--- config.mk ---
export PLATFORM = sky130hd
export DESIGN_NAME = radix_digit_converter_core
export DESIGN_NICKNAME = d
export VERILOG_FILES = /design/src/design/rdc_pkg.sv /design/src/design/rdc_bit_divider.sv /design/src/design/radix_digit_converter_core.sv
export SDC_FILE = /design/constraint.sdc
export NUM_CORES = 1
export LEC_CHECK = 0
export BUFFER_PORTS_ARGS = -buffer_cell sky130_fd_sc_hd__buf_2
export CAP_MARGIN = 20
export CORE_ASPECT_RATIO = 1.4
export CORE_MARGIN = 4
export CORE_UTILIZATION = 45
export DETAILED_ROUTE_END_ITERATION = 10
export HOLD_SLACK_MARGIN = 0.05
export PLACE_DENSITY = 0.65
export SLEW_MARGIN = 25
export SYNTH_ARGS = -nofsm -noshare
export SYNTH_HDL_FRONTEND = slang
export SYNTH_SLANG_ARGS = --single-unit
--- constraint.sdc ---
create_clock -name clk -period 4.05 [get_ports clk]
set_input_delay 1.0125 -clock clk [delete_from_list [all_inputs] [get_ports clk]]
set_output_delay 1.0125 -clock clk [all_outputs]
set_load 0.05 [all_outputs]
--- src/design/rdc_pkg.sv ---
// ----------------------------------------------------------------------------
// rdc_pkg
// Shared constants, types and helpers for the radix digit converter.
// ----------------------------------------------------------------------------
`default_nettype none

package rdc_pkg;

    // Accumulator and digit geometry
    localparam int VALUE_BITS = 32;
    localparam int MAX_BASE   = 256;
    localparam int BASE_W     = 9;
    localparam int DIGIT_W    = 8;
    localparam int SLOTS      = VALUE_BITS;
    localparam int SLOT_W     = $clog2(SLOTS);
    localparam int BIT_W      = $clog2(VALUE_BITS);
    localparam int MBIT_W     = $clog2(BASE_W);

    // Configuration register indexes
    localparam logic REG_BASE_IN  = 1'b0;
    localparam logic REG_BASE_OUT = 1'b1;

    // Divider control and status
    typedef struct packed {
        logic start;
    } div_ctl_t;

    typedef struct packed {
        logic busy;
        logic done;
    } div_sts_t;

    // Force a base register into the usable range [2, MAX_BASE]
    function automatic logic [BASE_W-1:0] clamp_base(input logic [BASE_W-1:0] b);
        logic [BASE_W-1:0] r;
        if (b < BASE_W'(2))
            r = BASE_W'(2);
        else if (b > BASE_W'(MAX_BASE))
            r = BASE_W'(MAX_BASE);
        else
            r = b;
        return r;
    endfunction

endpackage

`default_nettype wire

--- src/design/rdc_bit_divider.sv ---
// ----------------------------------------------------------------------------
// rdc_bit_divider
// Restoring divider, one quotient bit per cycle, VALUE_BITS quotient bits per divide.
// ----------------------------------------------------------------------------
`default_nettype none

module rdc_bit_divider (
    input  wire logic                             clk,
    input  wire logic                             rst_n,
    input  wire rdc_pkg::div_ctl_t                ctl,
    input  wire logic [rdc_pkg::VALUE_BITS-1:0]   dividend,
    input  wire logic [rdc_pkg::BASE_W-1:0]       divisor,
    output rdc_pkg::div_sts_t                     sts,
    output logic      [rdc_pkg::VALUE_BITS-1:0]   quotient,
    output logic      [rdc_pkg::BASE_W-1:0]       remainder
);

    logic                             busy_reg, busy_next;
    logic                             done_reg, done_next;
    logic [rdc_pkg::BIT_W-1:0]        cnt_reg, cnt_next;
    logic [rdc_pkg::VALUE_BITS-1:0]   quot_reg, quot_next;
    logic [rdc_pkg::BASE_W-1:0]       rem_reg, rem_next;
    logic [rdc_pkg::BASE_W-1:0]       dvs_reg, dvs_next;
    logic [rdc_pkg::BASE_W:0]         trial;
    logic [rdc_pkg::BASE_W:0]         diff;
    logic                             ge;

    // One restoring step: bring in the next dividend bit, subtract if it fits
    always_comb
    begin
        trial = {rem_reg, quot_reg[rdc_pkg::VALUE_BITS-1]};
        ge    = (trial >= {1'b0, dvs_reg});
        diff  = trial - {1'b0, dvs_reg};
    end

    always_comb
    begin
        busy_next = busy_reg;
        done_next = 1'b0;
        cnt_next  = cnt_reg;
        quot_next = quot_reg;
        rem_next  = rem_reg;
        dvs_next  = dvs_reg;
        if (ctl.start)
        begin
            busy_next = 1'b1;
            cnt_next  = '0;
            quot_next = dividend;
            rem_next  = '0;
            dvs_next  = divisor;
        end
        else if (busy_reg)
        begin
            // remainder stays below the divisor, so it fits BASE_W bits
            rem_next  = ge ? diff[rdc_pkg::BASE_W-1:0] : trial[rdc_pkg::BASE_W-1:0];
            quot_next = {quot_reg[rdc_pkg::VALUE_BITS-2:0], ge};
            cnt_next  = cnt_reg + 1'b1;
            if (cnt_reg == rdc_pkg::BIT_W'(rdc_pkg::VALUE_BITS - 1))
            begin
                busy_next = 1'b0;
                done_next = 1'b1;
            end
        end
    end

    always_ff @(posedge clk or negedge rst_n)
    begin
        if (!rst_n)
        begin
            busy_reg <= 1'b0;
            done_reg <= 1'b0;
            cnt_reg  <= '0;
        end
        else
        begin
            busy_reg <= busy_next;
            done_reg <= done_next;
            cnt_reg  <= cnt_next;
        end
    end

    // Datapath, no reset needed
    always_ff @(posedge clk)
    begin
        quot_reg <= quot_next;
        rem_reg  <= rem_next;
        dvs_reg  <= dvs_next;
    end

    assign sts.busy  = busy_reg;
    assign sts.done  = done_reg;
    assign quotient  = quot_reg;
    assign remainder = rem_reg;

endmodule

`default_nettype wire

--- src/design/radix_digit_converter_core.sv ---
// ----------------------------------------------------------------------------
// radix_digit_converter_core
// Converts a digit stream from one radix to another.
// ----------------------------------------------------------------------------
// Digits arrive on s_axis most significant first in radix base_in, tlast on
// the final digit; the number (32 bits, wrapping) is re-emitted on m_axis in
// radix base_out, most significant first, tlast on its final digit, and a
// zero number gives the single digit 0. Each input digit goes through a
// shift-add multiply over the 9 bits of base_in plus the digit add, and the
// input stays closed meanwhile. A final digit adds, per output digit, one
// bit-serial divide and its restart, and the buffered digits then leave one
// at a time through the EMIT and SHOW states when the sink is ready.
// Base registers are clamped to 2..256
// when used and must only be written while the block is idle.
// ----------------------------------------------------------------------------
`default_nettype none

module radix_digit_converter_core (
    input  wire logic                          clk,
    input  wire logic                          rst_n,
    // configuration write port
    input  wire logic                          cfg_we,
    input  wire logic                          cfg_index,
    input  wire logic [rdc_pkg::BASE_W-1:0]    cfg_data,
    // input digits
    input  wire logic                          s_axis_tvalid,
    output logic                               s_axis_tready,
    input  wire logic [7:0]                    s_axis_tdata,   // [7:0] digit_in
    input  wire logic                          s_axis_tlast,   // last_in
    // output digits
    output logic                               m_axis_tvalid,
    input  wire logic                          m_axis_tready,
    output logic      [7:0]                    m_axis_tdata,   // [7:0] digit_out
    output logic                               m_axis_tlast    // last_out
);

    localparam logic [2:0] ST_IDLE = 3'd0;
    localparam logic [2:0] ST_MUL  = 3'd1;
    localparam logic [2:0] ST_ADD  = 3'd2;
    localparam logic [2:0] ST_DIV  = 3'd3;
    localparam logic [2:0] ST_EMIT = 3'd4;
    localparam logic [2:0] ST_SHOW = 3'd5;

    logic [2:0]                        state_reg, state_next;
    logic [rdc_pkg::BASE_W-1:0]        base_in_reg, base_out_reg;
    logic [rdc_pkg::VALUE_BITS-1:0]    value_reg, value_next;
    logic [rdc_pkg::VALUE_BITS-1:0]    prod_reg, prod_next;
    logic [rdc_pkg::MBIT_W-1:0]        mbit_reg, mbit_next;
    logic [rdc_pkg::DIGIT_W-1:0]       digit_reg, digit_next;
    logic                              last_reg, last_next;
    logic [rdc_pkg::SLOT_W-1:0]        n_reg, n_next;
    logic [rdc_pkg::SLOT_W-1:0]        rd_idx_reg, rd_idx_next;
    logic                              out_valid_reg, out_valid_next;
    logic [rdc_pkg::DIGIT_W-1:0]       out_digit_reg, out_digit_next;
    logic                              out_last_reg, out_last_next;
    logic [rdc_pkg::DIGIT_W-1:0]       mem_rd_reg;
    logic [rdc_pkg::DIGIT_W-1:0]       rem_buf [rdc_pkg::SLOTS];
    logic                              buf_we;

    logic [rdc_pkg::BASE_W-1:0]        bi_eff;
    logic [rdc_pkg::VALUE_BITS-1:0]    sum;
    logic                              in_acc;
    logic                              out_free;

    rdc_pkg::div_ctl_t                 div_ctl;
    rdc_pkg::div_sts_t                 div_sts;
    logic [rdc_pkg::VALUE_BITS-1:0]    div_dividend;
    logic [rdc_pkg::VALUE_BITS-1:0]    div_quot;
    logic [rdc_pkg::BASE_W-1:0]        div_rem;

    rdc_bit_divider u_div (
        .clk       (clk),
        .rst_n     (rst_n),
        .ctl       (div_ctl),
        .dividend  (div_dividend),
        .divisor   (rdc_pkg::clamp_base(base_out_reg)),
        .sts       (div_sts),
        .quotient  (div_quot),
        .remainder (div_rem)
    );

    assign bi_eff        = rdc_pkg::clamp_base(base_in_reg);
    assign sum           = prod_reg + rdc_pkg::VALUE_BITS'(digit_reg);
    assign s_axis_tready = (state_reg == ST_IDLE);
    assign in_acc        = s_axis_tvalid && s_axis_tready;
    assign out_free      = !out_valid_reg || m_axis_tready;

    // Configuration registers
    always_ff @(posedge clk or negedge rst_n)
    begin
        if (!rst_n)
        begin
            base_in_reg  <= rdc_pkg::BASE_W'(2);
            base_out_reg <= rdc_pkg::BASE_W'(10);
        end
        else if (cfg_we)
        begin
            unique case (cfg_index)
                rdc_pkg::REG_BASE_IN:  base_in_reg  <= cfg_data;
                rdc_pkg::REG_BASE_OUT: base_out_reg <= cfg_data;
                default:               base_in_reg  <= base_in_reg;
            endcase
        end
    end

    // Sequencer
    always_comb
    begin
        state_next     = state_reg;
        value_next     = value_reg;
        prod_next      = prod_reg;
        mbit_next      = mbit_reg;
        digit_next     = digit_reg;
        last_next      = last_reg;
        n_next         = n_reg;
        rd_idx_next    = rd_idx_reg;
        out_valid_next = out_valid_reg && !m_axis_tready;
        out_digit_next = out_digit_reg;
        out_last_next  = out_last_reg;
        div_ctl.start  = 1'b0;
        div_dividend   = div_quot;
        buf_we         = 1'b0;

        unique case (state_reg)
            ST_IDLE:
            begin
                if (in_acc)
                begin
                    digit_next = s_axis_tdata;
                    last_next  = s_axis_tlast;
                    prod_next  = '0;
                    mbit_next  = rdc_pkg::MBIT_W'(rdc_pkg::BASE_W - 1);
                    state_next = ST_MUL;
                end
            end
            ST_MUL:
            begin
                // shift-add over base bits, most significant first
                prod_next = {prod_reg[rdc_pkg::VALUE_BITS-2:0], 1'b0}
                          + (bi_eff[mbit_reg] ? value_reg : '0);
                mbit_next = mbit_reg - 1'b1;
                if (mbit_reg == '0)
                    state_next = ST_ADD;
            end
            ST_ADD:
            begin
                if (last_reg)
                begin
                    value_next    = '0;
                    n_next        = '0;
                    div_dividend  = sum;
                    div_ctl.start = 1'b1;
                    state_next    = ST_DIV;
                end
                else
                begin
                    value_next = sum;
                    state_next = ST_IDLE;
                end
            end
            ST_DIV:
            begin
                if (div_sts.done)
                begin
                    buf_we = 1'b1;
                    if ((div_quot != '0) && (n_reg != rdc_pkg::SLOT_W'(rdc_pkg::SLOTS - 1)))
                    begin
                        n_next        = n_reg + 1'b1;
                        div_ctl.start = 1'b1;
                    end
                    else
                    begin
                        rd_idx_next = n_reg;
                        state_next  = ST_EMIT;
                    end
                end
            end
            ST_EMIT:
            begin
                state_next = ST_SHOW;
            end
            ST_SHOW:
            begin
                if (out_free)
                begin
                    out_valid_next = 1'b1;
                    out_digit_next = mem_rd_reg;
                    out_last_next  = (rd_idx_reg == '0);
                    if (rd_idx_reg == '0)
                        state_next = ST_IDLE;
                    else
                    begin
                        rd_idx_next = rd_idx_reg - 1'b1;
                        state_next  = ST_EMIT;
                    end
                end
            end
            default:
            begin
                state_next = ST_IDLE;
            end
        endcase
    end

    // Control registers
    always_ff @(posedge clk or negedge rst_n)
    begin
        if (!rst_n)
        begin
            state_reg     <= ST_IDLE;
            value_reg     <= '0;
            out_valid_reg <= 1'b0;
            n_reg         <= '0;
            rd_idx_reg    <= '0;
            mbit_reg      <= '0;
        end
        else
        begin
            state_reg     <= state_next;
            value_reg     <= value_next;
            out_valid_reg <= out_valid_next;
            n_reg         <= n_next;
            rd_idx_reg    <= rd_idx_next;
            mbit_reg      <= mbit_next;
        end
    end

    // Payload registers
    always_ff @(posedge clk)
    begin
        prod_reg      <= prod_next;
        digit_reg     <= digit_next;
        last_reg      <= last_next;
        out_digit_reg <= out_digit_next;
        out_last_reg  <= out_last_next;
    end

    // Remainder buffer, least significant digit at slot 0
    always_ff @(posedge clk)
    begin
        if (buf_we)
            rem_buf[n_reg] <= div_rem[rdc_pkg::DIGIT_W-1:0];
        if (state_reg == ST_EMIT)
            mem_rd_reg <= rem_buf[rd_idx_reg];
    end

    assign m_axis_tvalid = out_valid_reg;
    assign m_axis_tdata  = out_digit_reg;
    assign m_axis_tlast  = out_last_reg;

endmodule

`default_nettype wire

==> impl_metrics.yaml, run 1 <==
critical_path:
  end_kind: "flip-flop"
  cp_max_fo: 33
  worstSetupPathType: "reg2reg"
  arrival_ns: 4.21
  cpPeakStageDelay_ns: 0.47
  reg2regPathDepth: 15
  rrSetupSlack_ns: 0.11
  crit_slowest_cell: "or4_1"
  cp-start-kind: "flip-flop"
  worst_ep_required_time_ns: 4.32
  path_cells: "buf_4 -> or3b_1 -> a22o_1 -> a22o_1 -> o21ai_2 -> buf_12 -> and2_1 -> ha_1 -> and2_1 -> a21oi_1 -> o21ai_1 -> or4_1 -> o2111ai_1 -> a21o_1 -> a21oi_1"
yosys:
  ys_warn_count: 0
  synth_edf_count: 355
  syn_avg_cell_area_sq_um: 14.18
  synth-simple-area-share_pct: 9.446
  syn_nets: 1505
  synth_adder_area_share_pct: 3.838
  ys_seq_elements: 439
  synth_top_family_by_area: "multiplexers"
  ys_seq_area_share_pct: 63.14
  synthMuxAreaShare_pct: 11.07
  synth_top_flop_cell: "edfxtp_1"
  synth_xor_xnor_area_share_pct: 2.608
  syn_area_sq_mm: 0.02015
  synth_cell_type_count: 66
  syn-instance-count: 1421
  async_reset_ff_share_pct: 17.08
  synth-compound-area-share_pct: 7.744
grt:
  grt_pass1_vias: 12120
  grt_overflow_total: 0
  grt_max_degree: 66
  grt_pass1_wl_um: 66990
  antenna_found_initial: 0
  top_usage_layer: "met2"
  grt.met1_usage_pct: 21.44
  grt_use_met3_pct: 2.196
  grt_usage_pct: 17.30
  grt_use_met2_pct: 31.78
routing:
  wl_per_cell_um: 20.17
  wirelength_um: 41720
  vias_per_cell: 5.655
  drt_iter0_markers: 873
  drcViolationCount: 0
  firstDrtPassIters: 5
  vias: 11700
  ant_nets: 0
clocking:
  cts_max_path_buffers: 3
  numCtsBuffers: 42
  root_buffer: "clkbuf_16"
  hold_buffers: 0
  clock_latency_ns: 0.55
  clk_pin_slew_ns: 0.06
  cts_sinks: 439
  cts_htree_levels: 2
  cts_tree: "built"
sta:
  skew_ns: 0.02477
  rsz0062_at_grt: "true"
  worst_slew_pin_slew_ns: 1.003
  setup_viol: 0
  max-slew-margin-rel_pct: 32.88
  finalMaxSlewViolations: 0
  fin_crit_ns: 3.942
  whs_ns: 0.4189
  timing.final.crit_share_pct: 97.34
  finalWorstSetupSlack_ns: 0.1078
  hold_viol: 0
  fmax_mhz: 253.7
final_layout:
  max_flop_register: "rem_buf"
  n_antenna_cell: 0
  largest_reg_flops: 256
  drive_gt1_share_pct: 17.35
  nNetsFinal: 1560
  area_growth_pct: 11.30
die:
  start_util_pct: 45.60
  die_height_um: 258.4
  die_w_um: 186.8
  ios: 35
  die_area_sq_mm: 0.04827
  row_count: 91
  core_area_sq_mm: 0.04418
power_and_ir_drop:
  p_per_area_mw_per_mm2: 598.7
  design_power_total_w: 0.01342
  vdd_drop_max_mv: 0.2970
  leakagePower_nw: 7.889
run:
  cap_violations: 0
placed_design:
  dpl_worst_slack_ns: 0.09363
  gp_routability_congestion: 0.8544
  numPortBuffers: 34
  place_hpwl_um: 28510
status:
  status: "finished, final reports clean"
min_path:
  hold_class: "reg2reg"
  holdPathStages: 0
==> layout make-up <==
type	instances	area [sq um]
flip-flops and latches	439	12730
inverters	41	153.9
repair buffers	74	498.0
clock buffers	65	1199
well taps	558	698.2
fillers	3729	21750
clock inverters	13	95.09
multi-input cells	878	7053
==> layout by cell type (no fill, tap or decap), types with 10 or more instances in the layout <==
cell type  Yosys  layout
buf_4          1      39
a21oi_1       83      82
nor2b_1       16      16
and2_1        34      34
ha_1          57      56
nand4_1       18      18
edfxtp_1     355     355
and3_1        10      10
nor4_1        15      14
inv_1         41      41
nor2_1       122     122
buf_2          8      33
a21o_1        17      17
a22o_1        11      11
o31ai_1       27      27
nor3_1        19      19
nand3_1       34      34
xnor2_1       30      30
o21ai_0       46      45
dfrtp_1       72      70
nand2b_1      12      12
clkbuf_1      44      18
mux2_2        30      30
xor2_1        30      30
mux4_2        80      80
nand2_1       80      80
clkbuf_16      0      43
==> synthesized netlist by cell type (3+ instances only) <==
| library cell | instances | area share [%] |
|---|---|---|
| dfrtp_1 | 72 | 8.9 |
| and3_1 | 10 | 0.31 |
| dfxtp_1 | 9 | 0.89 |
| o31ai_1 | 27 | 1.0 |
| o21bai_1 | 4 | 0.15 |
| xor2_1 | 30 | 1.3 |
| mux4_2 | 80 | 8.9 |
| a21o_1 | 17 | 0.63 |
| xnor2_1 | 30 | 1.3 |
| a22oi_1 | 3 | 0.11 |
| nor3b_1 | 5 | 0.19 |
| nand3b_1 | 9 | 0.34 |
| buf_6 | 4 | 0.22 |
| o211ai_1 | 6 | 0.22 |
| edfxtp_1 | 355 | 53 |
| inv_1 | 41 | 0.76 |
| a21oi_1 | 83 | 2.1 |
| buf_1 | 6 | 0.11 |
| o21ai_1 | 9 | 0.22 |
| nand3_1 | 34 | 0.84 |
| o21a_1 | 5 | 0.19 |
| nor2b_1 | 16 | 0.50 |
| nor4_1 | 15 | 0.47 |
| nand2b_1 | 12 | 0.37 |
| or3_1 | 7 | 0.22 |
| o21ai_0 | 46 | 1.1 |
| dfstp_2 | 3 | 0.39 |
| nand2_1 | 80 | 1.5 |
| a31oi_1 | 7 | 0.22 |
| clkbuf_1 | 44 | 0.82 |
| a22o_1 | 11 | 0.48 |
| ha_1 | 57 | 3.5 |
| nor3_1 | 19 | 0.47 |
| and2_1 | 34 | 1.1 |
| buf_2 | 8 | 0.20 |
| mux2i_1 | 9 | 0.45 |
| a211oi_1 | 8 | 0.30 |
| mux2_2 | 30 | 1.7 |
| nand4_1 | 18 | 0.56 |
| fa_1 | 3 | 0.30 |
| nor2_1 | 122 | 2.3 |
==> through the flow <==
step	instances	cell area [sq um]	TNS, ns	util, %
floorplan	1421	20150	0	-
global placement	1987	21060	0	47.68
detailed placement	1987	21060	0	47.68
CTS	2065	22360	0	50.61
global route	2068	22420	-0.1034	50.76
finish	2068	22420	0	50.76
==> routing by layer <==
metal  vias to the layer above  part of all wire [%]
li1                       5554                     -
met4                         0                   2.9
met5                         -                     0
met2                       250                    53
met1                      5818                    40
met3                        73                   3.7
==> power breakdown <==
part	total [W]	leakage (nW)	switching, W	internal [W]
Sequential	0.00626	4.24	0.000416	0.00584
Combinational	0.00346	3.02	0.00190	0.00156
Clock	0.00371	0.629	0.00165	0.00206
Total	0.0134	7.89	0.00397	0.00946
==> worst max-delay path: cells and delay by family, from the launching register on <==
family                   cells  cell delay, ns
flip-flops                   1            0.37
AND/OR/NAND/NOR              4            1.21
AO/OA/AOI/OAI                8            1.47
adder cells (fa/ha/maj)      1            0.28
buffers and inverters        2            0.34
==> logic make-up after synthesis <==
logic type | count (synthesis)
muxes | 119
and+or+nand+nor | 390
xor gates and xnor gates | 60
DFF | 439
AOI/OAI and AO/OA | 249
buffers and inverters | 104
adders and majority gates | 60
==> timing repair <==
| action | in CTS | in global routing |
|---|---|---|
| endpoints found under the hold margin | 0 | 0 |
| endpoints found under the setup margin | 0 | 14 |
| setup buffers | 0 | 3 |
| gates resized for setup | 0 | 10 |
==> final timing paths <==
kind | from | endpoint
setup / recovery | mbit_reg[1] | prod_reg[28]
hold / removal | mem_rd_reg[6] | m_axis_tdata[6]
setup reg to reg | mbit_reg[1] | prod_reg[28]
hold reg to reg | mem_rd_reg[6] | m_axis_tdata[6]
max in group asynchronous | rst_n | value_reg[1]
min in group asynchronous | rst_n | base_out_reg[5]
No activity file was read; power rests on OpenSTA's default activity.
==> run 2, diff against run 1 <==
--- a/config.mk
+++ b/config.mk
@@ -10,6 +10,7 @@
 export CORE_ASPECT_RATIO = 1.4
 export CORE_MARGIN = 4
 export CORE_UTILIZATION = 45
+export CTS_BUF_LIST = sky130_fd_sc_hd__clkbuf_4 sky130_fd_sc_hd__clkbuf_8 sky130_fd_sc_hd__clkbuf_16
 export DETAILED_ROUTE_END_ITERATION = 10
 export HOLD_SLACK_MARGIN = 0.05
 export PLACE_DENSITY = 0.65
==> impl_metrics.yaml, run 2 (synthesis gave the netlist of run 1 again) <==
grt:
  top_usage_layer: "met2"
  grt_overflow_total: 0
  grt_max_degree: 66
  grt.met1_usage_pct: 21.44
  grt_use_met2_pct: 31.78
  grt_pass1_vias: 12140
  grt_usage_pct: 17.31
  grt_pass1_wl_um: 67010
  antenna_found_initial: 0
  grt_use_met3_pct: 2.169
power_and_ir_drop:
  power_frac_clock_pct: 28.3
  leakagePower_nw: 7.947
  power_frac_comb_pct: 25.5
  vdd_drop_max_mv: 0.2956
  p_per_area_mw_per_mm2: 601.4
  swShare_pct: 29.26
  p_seq_share_pct: 46.2
  p_sw_w: 0.003964
  p_int_w: 0.009584
critical_path:
  worstSetupPathType: "reg2reg"
  cp-start-kind: "flip-flop"
  worst_ep_required_time_ns: 4.32
  end_kind: "flip-flop"
  path_cells: "buf_4 -> or3b_1 -> a22o_1 -> a22o_1 -> o21ai_2 -> buf_12 -> and2_1 -> ha_1 -> a21o_1 -> a31o_1 -> or4_1 -> o2111ai_1 -> a21o_1 -> a21oi_1"
  cp_max_fo: 33
  arrival_ns: 4.15
  path_buf_inv: 2
  cpPeakStageDelay_ns: 0.57
  crit_family: "compound AO/OA/AOI/OAI gates"
  crit_slowest_cell: "or4_1"
placed_design:
  dp.cells: 1987
  dpl_worst_slack_ns: 0.09363
  place_hpwl_um: 28510
  numPortBuffers: 34
  gp_routability_congestion: 0.8544
routing:
  firstDrtPassIters: 5
  drcViolationCount: 0
  ant_nets: 0
  vias: 11750
  wl_per_cell_um: 20.17
  vias_per_cell: 5.682
  wirelength_um: 41710
  drt_iter0_markers: 842
clocking:
  cts_sinks: 439
  numCtsBuffers: 42
  cts_tree: "built"
  cts_htree_levels: 2
  root_buffer: "clkbuf_16"
  clock_latency_ns: 0.55
  hold_buffers: 0
  cts_max_path_buffers: 3
  clk_pin_slew_ns: 0.06
status:
  status: "finished, final reports clean"
sta:
  setup_viol: 0
  fmax_mhz: 257.6
  fin_crit_ns: 3.881
  final.setup.tns_ns: 0
  worst_slew_pin_slew_ns: 1.011
  skew_ns: 0.01505
  finalMaxSlewViolations: 0
  finalWorstSetupSlack_ns: 0.1686
  max-slew-margin-rel_pct: 32.35
  hold_viol: 0
  timing.final.crit_share_pct: 95.84
  whs_ns: 0.4190
die:
  die_area_sq_mm: 0.04827
  core_area_sq_mm: 0.04418
  ios: 35
  die_height_um: 258.4
  row_count: 91
  start_util_pct: 45.60
  die_w_um: 186.8
final_layout:
  max_flop_register: "rem_buf"
  nNetsFinal: 1560
  area_growth_pct: 11.81
  drive_gt1_share_pct: 18.81
  n_antenna_cell: 0
  final_cell_mix: "edfxtp_1 (355), nor2_1 (122), a21oi_1 (82)"
  layout_commonest_cell: "edfxtp_1"
  final_util_pct: 50.99
  instances_no_fill: 2068
  largest_reg_flops: 256
run:
  cap_violations: 0
min_path:
  hold_class: "reg2reg"
[run 2: cell counts in the layout (fill, tap and decap cells not counted)]
Identical to the previous run, type by type.
[run 2: what timing repair did]
action,in CTS,in global routing
endpoints found under the setup margin,0,14
gates resized for setup,0,15
buffers inserted,0,3
[run 2: path summary, 6_finish.rpt]
path | from | to | slack (ns) | depth (start not counted)
setup reg to reg | mbit_reg[1] | prod_reg[28] | 0.17 | 14
max in group asynchronous | rst_n | value_reg[1] | 2.73 | 2
hold / removal | mem_rd_reg[6] | m_axis_tdata[6] | 0.42 | 0
hold reg to reg | mem_rd_reg[6] | m_axis_tdata[6] | 0.42 | 0
min in group asynchronous | rst_n | base_out_reg[5] | 0.56 | 1
setup / recovery | mbit_reg[1] | prod_reg[28] | 0.17 | 14
[run 2: through the flow]
| step | total power, W | instance area [sq um] |
|---|---|---|
| global placement | 0.009733 | 21060 |
| global route | 0.01428 | 22530 |
| CTS | 0.01368 | 22420 |
| floorplan | 0.008744 | 20150 |
| detailed placement | 0.009825 | 21060 |
| finish | 0.01355 | 22530 |
[run 2: area by class of cell]
| cell class | instances | area (sq um) |
|---|---|---|
| repair buffers | 74 | 498.0 |
| flip-flops and latches | 439 | 12730 |
| clock inverters | 13 | 95.09 |
| multi-input cells | 878 | 7088 |
| well taps | 558 | 698.2 |
| inverters | 41 | 153.9 |
| clock buffers | 65 | 1266 |
| fillers | 3703 | 21650 |
[run 2: metal layers]
layer	part of all wire, %	routed length, um
met5	0	0
met4	3.1	1303
met3	3.8	1592
met2	53	22100
met1	40	16710
[run 2: power groups by stage]
stage               clock (W)  combinational [W]  sequential (W)
floorplan                   0            0.00243         0.00632
global placement            0            0.00340         0.00634
detailed placement          0            0.00348         0.00634
CTS                   0.00392            0.00349         0.00626
global route          0.00410            0.00385         0.00633
finish                0.00383            0.00346         0.00626
[run 2: worst register-to-register path: cells and delay by family (launching register included)]
family / cells / cell delay, ns
DFF: 1 / 0.37
adders and majority gates: 1 / 0.23
buffers and inverters: 2 / 0.34
AOI/OAI and AO/OA: 8 / 1.64
and+or+nand+nor: 3 / 1.06
